`config.mk`:
```
export PLATFORM = sky130hd
export DESIGN_NAME = key_value_table_linear_flat
export DESIGN_NICKNAME = d
export VERILOG_FILES = /design/src/rtl/core/kvt_pkg.sv /design/src/rtl/core/kvt_stream_if.sv /design/src/rtl/core/kvt_cell.sv /design/src/rtl/core/key_value_table_linear.sv /design/src/flat_wrapper.sv
export VERILOG_INCLUDE_DIRS = /design/src /design/src/rtl/core
export SDC_FILE = /design/constraint.sdc
export NUM_CORES = 1
export LEC_CHECK = 0
export BUFFER_PORTS_ARGS = -buffer_cell sky130_fd_sc_hd__buf_2
export CAP_MARGIN = 10
export CORE_AREA = 5 5 42 44
export CTS_BUF_LIST = sky130_fd_sc_hd__clkbuf_4 sky130_fd_sc_hd__clkbuf_8
export DETAILED_ROUTE_END_ITERATION = 10
export DIE_AREA = 0 0 47 49
export SETUP_SLACK_MARGIN = 0.3
export SLEW_MARGIN = 20
export SYNTH_ARGS = -nofsm -noshare
export SYNTH_HDL_FRONTEND = slang
export SYNTH_SLANG_ARGS = --single-unit
export TNS_END_PERCENT = 1
```
`constraint.sdc`:
```
create_clock -name clk -period 2.1 [get_ports clk]
set_input_delay 0.525 -clock clk [delete_from_list [all_inputs] [get_ports clk]]
set_output_delay 0.525 -clock clk [all_outputs]
set_load 0.1 [all_outputs]
```
`src/rtl/core/key_value_table_linear_assert.svh`:
```
// Assertion macros shared by the key/value table RTL.
// No dependencies; included by the files that carry concurrent assertions.
`ifndef KEY_VALUE_TABLE_LINEAR_ASSERT_SVH
`define KEY_VALUE_TABLE_LINEAR_ASSERT_SVH

// same-cycle implication under asynchronous active-low reset
`define KVT_ASSERT_IMP(label, clk, rst_n, ante, cons, msg) \
    label: assert property (@(posedge clk) disable iff (!rst_n) (ante) |-> (cons)) \
        else $error(msg);

// next-cycle implication under asynchronous active-low reset
`define KVT_ASSERT_NXT(label, clk, rst_n, ante, cons, msg) \
    label: assert property (@(posedge clk) disable iff (!rst_n) (ante) |=> (cons)) \
        else $error(msg);

`endif

```
`src/rtl/core/kvt_pkg.sv`:
```
// Package for the key/value table: field widths, op and status codes,
// transaction payload types and the cell chain types. No dependencies.
package kvt_pkg;

    localparam int KVT_CAPACITY = 16;
    localparam int KEY_W        = 32;
    localparam int VAL_W        = 32;
    localparam int COUNT_OUT_W  = 5;

    localparam logic [1:0] OP_SET    = 2'd0;
    localparam logic [1:0] OP_REMOVE = 2'd1;
    localparam logic [1:0] OP_QUERY  = 2'd2;

    localparam logic [1:0] ST_OK        = 2'd0;
    localparam logic [1:0] ST_NOT_FOUND = 2'd1;
    localparam logic [1:0] ST_FULL      = 2'd2;

    typedef struct packed {
        logic [1:0]       op;
        logic [KEY_W-1:0] key;
        logic [VAL_W-1:0] value_in;
    } kvt_req_t;

    typedef struct packed {
        logic [1:0]             status;
        logic [VAL_W-1:0]       value_out;
        logic [COUNT_OUT_W-1:0] entry_count;
    } kvt_rsp_t;

    typedef struct packed {
        logic             fire;
        logic             any_hit;
        logic [1:0]       op;
        logic [KEY_W-1:0] key;
        logic [VAL_W-1:0] value;
    } kvt_cmd_t;

    typedef struct packed {
        logic             hit;
        logic [VAL_W-1:0] value;
    } kvt_chain_t;

endpackage

```
`src/rtl/core/kvt_stream_if.sv`:
```
// Valid/ready transaction channel carrying one payload of type T.
// Depends on nothing; payload types come from kvt_pkg at instantiation.
interface kvt_stream_if #(parameter type T = logic);
    logic valid;
    logic ready;
    T     data;

    modport source (output valid, output data, input ready);
    modport sink   (input valid, input data, output ready);
endinterface

```
`src/rtl/core/kvt_cell.sv`:
```
// One table slot: holds a key/value pair, compares against the broadcast
// key, takes the pair on set and shifts down on remove. Depends on kvt_pkg.
module kvt_cell import kvt_pkg::*; #(
    parameter int IDX = 0,
    parameter int CW  = 5
) (
    input  logic             clk,
    input  kvt_cmd_t         cmd,
    input  logic [CW-1:0]    count,
    input  kvt_chain_t       chain_in,
    output kvt_chain_t       chain_out,
    input  logic [KEY_W-1:0] next_key,
    input  logic [VAL_W-1:0] next_value,
    output logic [KEY_W-1:0] cell_key,
    output logic [VAL_W-1:0] cell_value
);

    logic [KEY_W-1:0] key_reg;
    logic [KEY_W-1:0] key_next;
    logic [VAL_W-1:0] value_reg;
    logic [VAL_W-1:0] value_next;
    logic             in_use;
    logic             match;
    logic             at_tail;

    assign in_use  = CW'(IDX) < count;
    assign at_tail = CW'(IDX) == count;
    assign match   = in_use && (key_reg == cmd.key);

    assign chain_out.hit   = chain_in.hit | match;
    assign chain_out.value = chain_in.value | (match ? value_reg : '0);

    always_comb
    begin
        key_next   = key_reg;
        value_next = value_reg;
        if (cmd.fire)
        begin
            unique case (cmd.op)
                OP_SET:
                begin
                    if (match)
                    begin
                        value_next = cmd.value;
                    end
                    else if (!cmd.any_hit && at_tail)
                    begin
                        key_next   = cmd.key;
                        value_next = cmd.value;
                    end
                end
                OP_REMOVE:
                begin
                    if (in_use && chain_out.hit)
                    begin
                        key_next   = next_key;
                        value_next = next_value;
                    end
                end
                default:
                begin
                end
            endcase
        end
    end

    always_ff @(posedge clk)
    begin
        key_reg   <= key_next;
        value_reg <= value_next;
    end

    assign cell_key   = key_reg;
    assign cell_value = value_reg;

endmodule

```
`src/rtl/core/key_value_table_linear.sv`:
```
// A request is registered when its transaction is accepted; the execute state
// then runs the compare and shift across the cell chain, registers the result
// and waits while an earlier result is held. No new request is taken before it ends.
// Reset: rst_n clears the entry count, the sequencer and the output valid;
// slot contents are left as they are and need no clearing pass.
module key_value_table_linear import kvt_pkg::*; #(
    parameter int CAPACITY = KVT_CAPACITY
) (
    input  logic         clk,
    input  logic         rst_n,
    kvt_stream_if.sink   req,
    kvt_stream_if.source rsp
);

`include "key_value_table_linear_assert.svh"

    localparam int CW = $clog2(CAPACITY + 1);

    typedef enum logic [1:0] {
        S_IDLE = 2'b01,
        S_EXEC = 2'b10
    } state_t;

    state_t           state_reg;
    state_t           state_next;
    kvt_req_t         req_reg;
    logic [CW-1:0]    count_reg;
    logic [CW-1:0]    count_next;
    logic             out_valid_reg;
    kvt_rsp_t         out_reg;
    kvt_rsp_t         out_next;
    logic             req_fire;
    logic             exec_fire;
    logic             any_hit;
    kvt_cmd_t         cmd;
    kvt_chain_t       chain [CAPACITY+1];
    logic [KEY_W-1:0] cell_key [CAPACITY];
    logic [VAL_W-1:0] cell_value [CAPACITY];

    assign req.ready = (state_reg == S_IDLE);
    assign req_fire  = req.valid && req.ready;
    assign exec_fire = (state_reg == S_EXEC) && (!out_valid_reg || rsp.ready);

    assign chain[0] = '0;
    assign any_hit  = chain[CAPACITY].hit;

    assign cmd.fire    = exec_fire;
    assign cmd.any_hit = any_hit;
    assign cmd.op      = req_reg.op;
    assign cmd.key     = req_reg.key;
    assign cmd.value   = req_reg.value_in;

    for (genvar i = 0; i < CAPACITY; i++)
    begin : g_cell
        logic [KEY_W-1:0] nk;
        logic [VAL_W-1:0] nv;
        if (i == CAPACITY - 1)
        begin : g_last
            assign nk = cell_key[i];
            assign nv = cell_value[i];
        end
        else
        begin : g_mid
            assign nk = cell_key[i+1];
            assign nv = cell_value[i+1];
        end
        kvt_cell #(
            .IDX (i),
            .CW  (CW)
        ) u_cell (
            .clk        (clk),
            .cmd        (cmd),
            .count      (count_reg),
            .chain_in   (chain[i]),
            .chain_out  (chain[i+1]),
            .next_key   (nk),
            .next_value (nv),
            .cell_key   (cell_key[i]),
            .cell_value (cell_value[i])
        );
    end

    always_comb
    begin
        count_next         = count_reg;
        out_next.status    = ST_OK;
        out_next.value_out = '0;
        unique case (req_reg.op)
            OP_SET:
            begin
                if (!any_hit)
                begin
                    if (count_reg < CW'(CAPACITY))
                    begin
                        count_next = count_reg + CW'(1);
                    end
                    else
                    begin
                        out_next.status = ST_FULL;
                    end
                end
            end
            OP_REMOVE:
            begin
                if (any_hit)
                begin
                    count_next = count_reg - CW'(1);
                end
                else
                begin
                    out_next.status = ST_NOT_FOUND;
                end
            end
            OP_QUERY:
            begin
                if (any_hit)
                begin
                    out_next.value_out = chain[CAPACITY].value;
                end
                else
                begin
                    out_next.status = ST_NOT_FOUND;
                end
            end
            default:
            begin
            end
        endcase
        out_next.entry_count = COUNT_OUT_W'(count_next);
    end

    always_comb
    begin
        state_next = state_reg;
        unique case (state_reg)
            S_IDLE:
            begin
                if (req_fire)
                begin
                    state_next = S_EXEC;
                end
            end
            S_EXEC:
            begin
                if (exec_fire)
                begin
                    state_next = S_IDLE;
                end
            end
            default:
            begin
                state_next = S_IDLE;
            end
        endcase
    end

    always_ff @(posedge clk or negedge rst_n)
    begin
        if (!rst_n)
        begin
            state_reg     <= S_IDLE;
            count_reg     <= '0;
            out_valid_reg <= 1'b0;
        end
        else
        begin
            state_reg <= state_next;
            if (exec_fire)
            begin
                count_reg     <= count_next;
                out_valid_reg <= 1'b1;
            end
            else if (rsp.ready)
            begin
                out_valid_reg <= 1'b0;
            end
        end
    end

    always_ff @(posedge clk)
    begin
        if (req_fire)
        begin
            req_reg <= req.data;
        end
        if (exec_fire)
        begin
            out_reg <= out_next;
        end
    end

    assign rsp.valid = out_valid_reg;
    assign rsp.data  = out_reg;

    `KVT_ASSERT_IMP(a_count_bound, clk, rst_n, 1'b1, count_reg <= CW'(CAPACITY),
        "entry count above capacity")
    `KVT_ASSERT_NXT(a_append_grows, clk, rst_n,
        exec_fire && (req_reg.op == OP_SET) && !any_hit && (count_reg < CW'(CAPACITY)),
        count_reg == $past(count_reg) + CW'(1), "append did not grow the table")
    `KVT_ASSERT_IMP(a_full_at_capacity, clk, rst_n,
        out_valid_reg && (out_reg.status == ST_FULL), count_reg == CW'(CAPACITY),
        "full status below capacity")
    `KVT_ASSERT_NXT(a_miss_zero_value, clk, rst_n, exec_fire && !any_hit,
        out_reg.value_out == '0, "value returned without a match")

endmodule
```
`src/flat_wrapper.sv`:
```
// flat-port wrapper written by rule: the top's interface ports become plain ports
module key_value_table_linear_flat import kvt_pkg::*;
#(
    parameter int CAPACITY = KVT_CAPACITY
)
  (clk, rst_n, req_valid, req_data, req_ready, rsp_valid, rsp_data, rsp_ready);
  kvt_stream_if req_i ();
  kvt_stream_if rsp_i ();
  input  logic clk;
  input  logic rst_n;
  input wire logic [$bits(req_i.valid)-1:0] req_valid;
  input wire logic [$bits(req_i.data)-1:0] req_data;
  output wire logic [$bits(req_i.ready)-1:0] req_ready;
  output wire logic [$bits(rsp_i.valid)-1:0] rsp_valid;
  output wire logic [$bits(rsp_i.data)-1:0] rsp_data;
  input wire logic [$bits(rsp_i.ready)-1:0] rsp_ready;
  assign req_i.valid = req_valid;
  assign req_i.data = req_data;
  assign req_ready = req_i.ready;
  assign rsp_valid = rsp_i.valid;
  assign rsp_data = rsp_i.data;
  assign rsp_i.ready = rsp_ready;
  key_value_table_linear #(.CAPACITY(CAPACITY)) u_core (.clk(clk), .rst_n(rst_n), .req(req_i), .rsp(rsp_i));
endmodule
```
==> results of run 1 <==
==> Yosys cell counts <==
| master | n |
|---|---|
| a21o_1 | 2 |
| a22oi_1 | 1 |
| clkbuf_1 | 1 |
| dfrtp_1 | 7 |
| dfstp_2 | 1 |
| dlygate4sd3_1 | 1 |
| edfxtp_1 | 1 |
| ha_1 | 1 |
| inv_1 | 1 |
| nand2b_1 | 2 |
| nor2_1 | 1 |
| nor2b_1 | 3 |
| nor4_4 | 1 |
| or2_2 | 1 |
| or2b_1 | 1 |
| or4_4 | 1 |
==> worst reg2reg max path: cells and delay by family, from the launching register on <==
family	cells	cell delay, ns
AND/OR/NAND/NOR	2	0.73
flip-flops	1	0.37
AO/OA/AOI/OAI	1	0.15
==> layout make-up <==
class	instances	area, um2	area share (%)
clock buffer	4	30.03	6.799
tap	16	20.02	4.533
multi-input combinational	14	123.9	28.05
inverter	1	3.754	0.8499
sequential	9	231.5	52.41
timing repair buffer	6	32.53	7.365
==> cell families after synthesis <==
kind of cell	count (synthesis)	synth area share (%)
flops	9	63.36
buf+inv	3	4.793
compound gates	3	6.164
simple gates	10	22.26
fa+ha+maj	1	3.424
==> power breakdown <==
part / switching [mW] / total [mW] / internal [mW] / leakage, nW
Clock: 0.0557 / 0.142 / 0.0858 / 0.0184
Combinational: 0.0622 / 0.0804 / 0.0182 / 0.0958
Sequential: 0.00546 / 0.191 / 0.185 / 0.110
==> metrics by stage <==
stage          hold WS [ns]  power (mW)  std cells  setup WS (ns)  utilization, %
6_report            0.09539      0.4129         50         0.3614           31.52
5_1_grt             0.09895      0.4342         50         0.3173           31.52
4_1_cts             0.09551      0.4202         50         0.3430           31.52
3_5_place_dp         0.3711      0.2734         46         0.4924           29.20
3_3_place_gp         0.3659      0.2712         46         0.5037           29.20
2_1_floorplan        0.2294      0.2579         26         0.3443               -
==> worst paths after layout <==
kind,cells after the start,slack (ns),end
setup / recovery,2,0.36,req_ready
hold / removal,1,0.1,u_core.count_reg[3]
setup reg to reg,3,0.78,u_core.count_reg[1]
hold reg to reg,0,0.38,u_core.count_reg[3]
max in group asynchronous,1,1.76,u_core.state_reg[0]
min in group clk,0,0.38,u_core.count_reg[3]
==> what timing repair did <==
action                                  4_1_cts  5_1_grt
endpoints found under the setup margin        1        0
buffers inserted                              0        0
hold buffers                                  0        0
resized for setup                             1        0
==> layer usage <==
| layer | global-route usage [%] | part of all wire [%] | vias to the layer above |
|---|---|---|---|
| met2 | 7.692 | 49 | 7 |
| met4 | 6.912 | 0 | 0 |
| met5 | 0 | 0 | - |
| li1 | - | - | 102 |
| met3 | 3.321 | 13 | 0 |
| met1 | 5.180 | 38 | 98 |
==> reports/results.tsv, run 1 <==
stage	metric	value	unit
floorplan	core	0.001401	mm2
detailed_routing	drt_iter0_drc	0	
setup_path	crit_path_max_incr_delay	0.54	ns
floorplan	fp.dieArea	0.002303	mm2
sta	tightest_slew	0.4871	ns
detailed_routing	viasPerCell	4.140	
power	vdd_ir_drop_max	0.2291	mV
setup_path	worstPathArrival	1.21	ns
power	cellLeakagePower	0.2239	nW
sta	finalHoldViolCount	0	
cells_and_area	mostFrequentLayoutCells	dfrtp_1 (7), buf_2 (5), clkbuf_4 (4)	
cells_and_area	design_area	441.7	um2
setup_path	critPathRequiredTime	1.57	ns
place	gp_congestion	0.7168	
sta	finalSetupTns	0	ns
clocking	cts_max_level	1	
cells_and_area	largest_reg_flops	5	
setup_path	path_buf_inv	1	
clocking	clock_path_buffers	2	
clocking	cts_buffers	3	
yosys	synth_area_leader_cell	dfrtp_1	
yosys	synthTopCellsByArea	dfrtp_1 (48%), edfxtp_1 (8.2%), dfstp_2 (7.2%)	
floorplan	io-pin-count	8	
clocking	cts_sinks	9	
setup_path	cp_top_family	flip-flops	
place	port_buffers	6	
cells_and_area	fillers	150	
outcome	status	complete, no violations	
cells_and_area	drive_gt1_share	44.12	%
global_routing	grt_pass1_wl	841	um
yosys	syn-num-nets	32	
sta	setup_viol	0	
yosys	yosysUniqueCellTypes	16	
sta	clock.fmax	575.2	MHz
clocking	ctsRootBufferMaster	clkbuf_4	
global_routing	grt_pass1_vias	212	
sta	fin_crit	1.739	ns
cells_and_area	diodes	0	
detailed_routing	drc_errors	0	
sta	slew_violations	0	
global_routing	grt_max_degree	9	
floorplan	initial_core_util	26.07	%
detailed_routing	drt_first_pass_iters	1	
setup_path	end_kind	output port	
power	p_per_area	934.8	mW/mm2
setup_path	r2r-start	u_core.count_reg[3]	
sta	slew_headroom	67.75	%
detailed_routing	route.vias.total	207	
clocking	cts_tree	built	
detailed_routing	ant_nets	0	
cells_and_area	area_growth	20.89	%
sta	fin_skew	0.006036	ns
sta	post-route-period-util	82.79	%
cells_and_area	layout_commonest_cell	dfrtp_1	
yosys	ys_seq_area_share	63.36	%
setup_path	path_cells	nor2b_4 -> buf_4	
setup_path	start_kind	register	
detailed_routing	routedWlPerCell	10.88	um
setup_path	crit_fanout	3	
clocking	clkTransAtPathRegs	0.06	ns
detailed_routing	wl	544	um
global_routing	antenna_found_initial	0	
clocking	clock_latency	0.25	ns
floorplan	die_w	47	um
yosys	synthDominantCellAreaShare	47.95	%
floorplan	row_count	14	
yosys	yosysWarningCount	0	
cells_and_area	nets	41	
place	place_area	409.1	um2
global_routing	grt_usage	5.749	%
setup_path	cp_slowest_cell	dfstp_2	
global_routing	grt_overflow_total	0	
yosys	synth.avg_cell_area	14.05	um2
yosys	syn_inst	26	
run	maxCapViolCount	0	
min_path	hold_class	input pin to asynchronous set/reset pin	
yosys	ys_ff_latch	9	
sta	rsz0062_at_grt	false	
setup_path	critical_path_class	register to output port	
floorplan	die_y	49	um
yosys	netlist_area	365.4	um2
setup_path	critPathLaunch	u_core.state_reg[0]	
Power figures use the tool's default switching activity.
==> run 2, diff against run 1 <==
Clock period 2.1 ns to 1.5 ns, I/O delays scaled along.
==> reports/results.tsv, run 2 (synthesis results as in run 1) <==
stage	metric	value	unit
outcome	status	complete, but fails checks	
outcome	violations	negative setup slack	
floorplan	core	0.001401	mm2
place	hpwl	492.9	um
floorplan	io-pin-count	8	
clocking	cts_tree	built	
cells_and_area	area_growth	39.04	%
detailed_routing	wl	637	um
cells_and_area	nets	43	
min_path	hold_class	input pin to register	
floorplan	die_y	49	um
place	gp_congestion	0.6755	
cells_and_area	fillers	154	
setup_path	worstPathArrival	1.14	ns
setup_path	start_kind	register	
setup_path	critical_path_class	register to output port	
cells_and_area	multi_input_area	126.4	um2
detailed_routing	route.vias.total	225	
sta	slew_headroom	75.40	%
detailed_routing	drt_first_pass_iters	4	
place	dpl.cell_count	46	
cells_and_area	drive_gt1_share	47.22	%
sta	setup_viol	1	
sta	clock.fmax	658.9	MHz
global_routing	grt_usage	6.995	%
floorplan	die_w	47	um
sta	post-route-period-util	101.2	%
sta	rsz0062_at_grt	true	
clocking	cts_buffers	3	
sta	fin_skew	0.001281	ns
floorplan	fp.dieArea	0.002303	mm2
sta	slew_violations	0	
clocking	cts_max_level	1	
detailed_routing	ant_nets	0	
power	cellLeakagePower	0.2465	nW
setup_path	end_kind	output port	
setup_path	crit_fanout	3	
floorplan	initial_core_util	26.07	%
detailed_routing	drt_iter0_drc	2	
setup_path	critPathRequiredTime	1.12	ns
cells_and_area	layout_commonest_cell	dfrtp_1	
cells_and_area	largest_reg_flops	5	
place	port_buffers	6	
detailed_routing	routedWlPerCell	12.25	um
global_routing	grt_pass1_vias	260	
sta	fin_crit	1.518	ns
global_routing	antenna_found_initial	0	
clocking	clock_latency	0.25	ns
power	p_per_area	1218	mW/mm2
clocking	clkTransAtPathRegs	0.06	ns
detailed_routing	drc_errors	0	
global_routing	grt_pass1_wl	1104	um
global_routing	grt_overflow_total	0	
cells_and_area	mostFrequentLayoutCells	dfrtp_1 (6), clkbuf_4 (4), buf_2 (3), buf_12 (3)	
cells_and_area	ff_latch_area	235.2	um2
sta	finalWorstSetupSlack	-0.01775	ns
cells_and_area	diodes	0	
run	maxCapViolCount	0	
cells_and_area	postLayoutCoreUtil	36.25	%
sta	finalHoldViolCount	0	
clocking	cts_sinks	9	
power	vdd_ir_drop_max	0.3854	mV
sta	tightest_slew	0.3683	ns
global_routing	grt_max_degree	9	
detailed_routing	viasPerCell	4.327	
clocking	clock_path_buffers	2	
place	preCtsSetupSlack	0.1512	ns
floorplan	row_count	14	
clocking	ctsRootBufferMaster	clkbuf_4	
cells_and_area	finalNonFillerCells	52	
## run 2: changes by cell type in the layout (fill, tap and decap cells not counted)
cell / previous run / this run
dfrtp_4: 0 / 1
buf_2: 5 / 3
or2_4: 0 / 1
buf_12: 0 / 3
or2_2: 1 / 0
dfrtp_1: 7 / 6
dlygate4sd3_1: 0 / 1
## run 2: metal layers
layer / share of wire (%) / up-vias / GRT usage (%)
met4: 2.2 / 0 / 5.530
met5: 0 / - / 0
met2: 50 / 10 / 10.18
li1: - / 107 / -
met1: 38 / 106 / 8.028
met3: 8.8 / 2 / 2.214
## run 2: critical path, cell delays in order, from the launching register on
cell and delay, ns:
dfstp_2 0.53, nor2b_4 0.17, buf_12 0.18
## run 2: power by group
part	leakage, nW	total (mW)	switching, mW	internal [mW]
logic	0.120	0.150	0.0916	0.0580
registers	0.108	0.272	0.0102	0.262
clock network	0.0184	0.197	0.0770	0.120
total	0.247	0.619	0.179	0.440
## run 2: repair_timing
item / 4_1_cts / 5_1_grt
gates resized for setup: 5 / 0
buffers inserted: 0 / 1
pin swaps: 5 / 5
hold endpoints to repair: 7 / 0
endpoints found under the setup margin: 7 / 7
hold buffers: 1 / 0
## run 2: path summary, 6_finish.rpt
path	end	slack (ns)	cells after the start	from
max reg2reg	u_core.count_reg[2]	0.12	3	u_core.count_reg[3]
min in group asynchronous	u_core.rsp.valid	0.50	2	rst_n
max	req_ready	-0.02	2	u_core.state_reg[0]
min reg2reg	u_core.count_reg[3]	0.39	0	u_core.count_reg[3]
min	u_core.state_reg[0]	0.30	2	req_valid
max in group asynchronous	u_core.state_reg[0]	0.77	2	rst_n
## run 2: through the flow
step                hold WS [ns]  setup TNS, ns  power, mW  area (um2)
floorplan                0.07941              0     0.3637       376.6
global placement          0.2144              0     0.4121       442.9
detailed placement        0.2256              0     0.4154       442.9
CTS                       0.2934       -0.02956     0.6232       500.5
global route              0.3012       -0.07441     0.6495       508.0
finish                    0.3026       -0.01775     0.6188       508.0
## run 2: layout make-up
class | instances | share of cell area [%]
multi-input cells | 14 | 24.88
inverters | 1 | 0.7389
well taps | 16 | 3.941
repair buffers | 8 | 18.23
flip-flops and latches | 9 | 46.31
clock buffers | 4 | 5.911
==> run 3, diff against run 2 <==
Clock period 1.5 ns to 1.6 ns, I/O delays scaled along.
==> reports/results.tsv, run 3 (synthesis results as in run 1) <==
stage	metric	value	unit
sta	setup_viol	0	
global_routing	antenna_found_initial	0	
global_routing	grt_pass1_vias	251	
detailed_routing	drc_errors	0	
floorplan	initial_core_util	26.07	%
clocking	clock_path_buffers	2	
clocking	cts_sinks	9	
clocking	clkTransAtPathRegs	0.05	ns
cells_and_area	area_growth	32.19	%
global_routing	grt_usage	7.138	%
sta	fin_skew	0.002039	ns
global_routing	grt_pass1_wl	1021	um
sta	post-route-period-util	95.65	%
setup_path	worstPathArrival	1.13	ns
sta	hold-worst-slack	0.3276	ns
sta	slew_violations	0	
sta	rsz0062_at_grt	true	
clocking	ctsRootBufferMaster	clkbuf_4	
power	p_total	569.0	uW
power	vdd_ir_drop_max	0.4026	mV
power	switching_power	165.6	uW
power	p_int	403.5	uW
sta	finalHoldViolCount	0	
clocking	clock_latency	0.26	ns
detailed_routing	drt_first_pass_iters	2	
cells_and_area	layout_commonest_cell	dfrtp_1	
global_routing	grt_max_degree	9	
cells_and_area	diodes	0	
clocking	cts_max_level	1	
detailed_routing	viasPerCell	4.075	
setup_path	start_kind	register	
power	p_per_area	1178	mW/mm2
place	preCtsSetupSlack	0.2601	ns
power	swShare	29.09	%
clocking	cts_tree	built	
outcome	status	complete, no violations	
power	share_comb_of_total_power	23.2	%
clocking	cts_buffers	3	
clocking	ctsResizeCount	0	
floorplan	fp.dieArea	0.002303	mm2
detailed_routing	routedWlPerCell	11.60	um
floorplan	io-pin-count	8	
place	gp_congestion	0.6923	
sta	clock.fmax	653.4	MHz
floorplan	core	0.001401	mm2
min_path	hold_class	input pin to register	
run	maxCapViolCount	0	
detailed_routing	wl	615	um
setup_path	end_kind	output port	
setup_path	critical_path_class	register to output port	
power	p_clk_share	32.5	%
global_routing	grt_overflow_total	0	
cells_and_area	largest_reg_flops	5	
cells_and_area	nets	44	
detailed_routing	drt_iter0_drc	6	
sta	finalSetupTns	0	ns
cells_and_area	fillers	145	
place	port_buffers	6	
power	cellLeakagePower	0.2403	nW
floorplan	die_y	49	um
setup_path	critPathRequiredTime	1.20	ns
floorplan	row_count	14	
detailed_routing	ant_nets	0	
power	p_seq_share	44.3	%
cells_and_area	mostFrequentLayoutCells	dfrtp_1 (6), buf_2 (5), clkbuf_4 (4)	
sta	slew_headroom	67.81	%
sta	tightest_slew	0.4862	ns
sta	finalWorstSetupSlack	0.06964	ns
floorplan	die_w	47	um
setup_path	crit_fanout	2	
detailed_routing	route.vias.total	216	
cells_and_area	drive_gt1_share	48.65	%
sta	fin_crit	1.530	ns
[run 3: through the flow]
stage / area [um2] / util, % / cells
after floorplan: 376.6 / - / 26
after global placement: 427.9 / 30.54 / 46
after detailed placement: 427.9 / 30.54 / 46
after CTS: 475.5 / 33.93 / 52
after global routing: 483.0 / 34.46 / 53
final: 483.0 / 34.46 / 53
[run 3: worst paths after layout]
path | start | depth (start not counted) | end | slack (ns)
min in group asynchronous | rst_n | 2 | u_core.count_reg[0] | 0.51
worst min-delay path | req_valid | 2 | u_core.state_reg[0] | 0.33
worst max register to register | u_core.count_reg[3] | 3 | u_core.count_reg[2] | 0.25
worst min register to register | u_core.count_reg[3] | 0 | u_core.count_reg[3] | 0.40
worst max-delay path | u_core.state_reg[0] | 2 | req_ready | 0.07
max in group asynchronous | rst_n | 2 | u_core.state_reg[0] | 0.86
[run 3: critical path, stage by stage, from the launching register on]
cell     delay (ns)
dfstp_2        0.52
nor2b_4        0.17
buf_12         0.18
[run 3: power groups by stage]
stage / logic (mW) / clock network, mW / registers, mW
6_report: 0.132 / 0.185 / 0.252
5_1_grt: 0.138 / 0.210 / 0.254
4_1_cts: 0.127 / 0.195 / 0.252
3_5_place_dp: 0.121 / 0 / 0.257
3_3_place_gp: 0.119 / 0 / 0.256
2_1_floorplan: 0.0557 / 0 / 0.285
[run 3: layout make-up]
type | count | area, um2 | area share (%)
clock buffer | 4 | 30.03 | 6.218
inverter | 1 | 3.754 | 0.7772
multi-input combinational | 14 | 123.9 | 25.65
sequential | 9 | 235.2 | 48.70
tap | 16 | 20.02 | 4.145
timing repair buffer | 9 | 70.07 | 14.51
[run 3: layer usage]
metal	up-vias	track usage, %	part of all wire [%]
li1	107	-	-
met1	98	6.422	40
met2	9	10.18	47
met3	2	5.535	10
met4	0	5.530	2.3
met5	-	0	0
[run 3: what timing repair did]
item	CTS	global route
hold endpoints to repair	7	0
setup endpoints to repair	6	6
hold buffers	1	0
buffers inserted	1	1
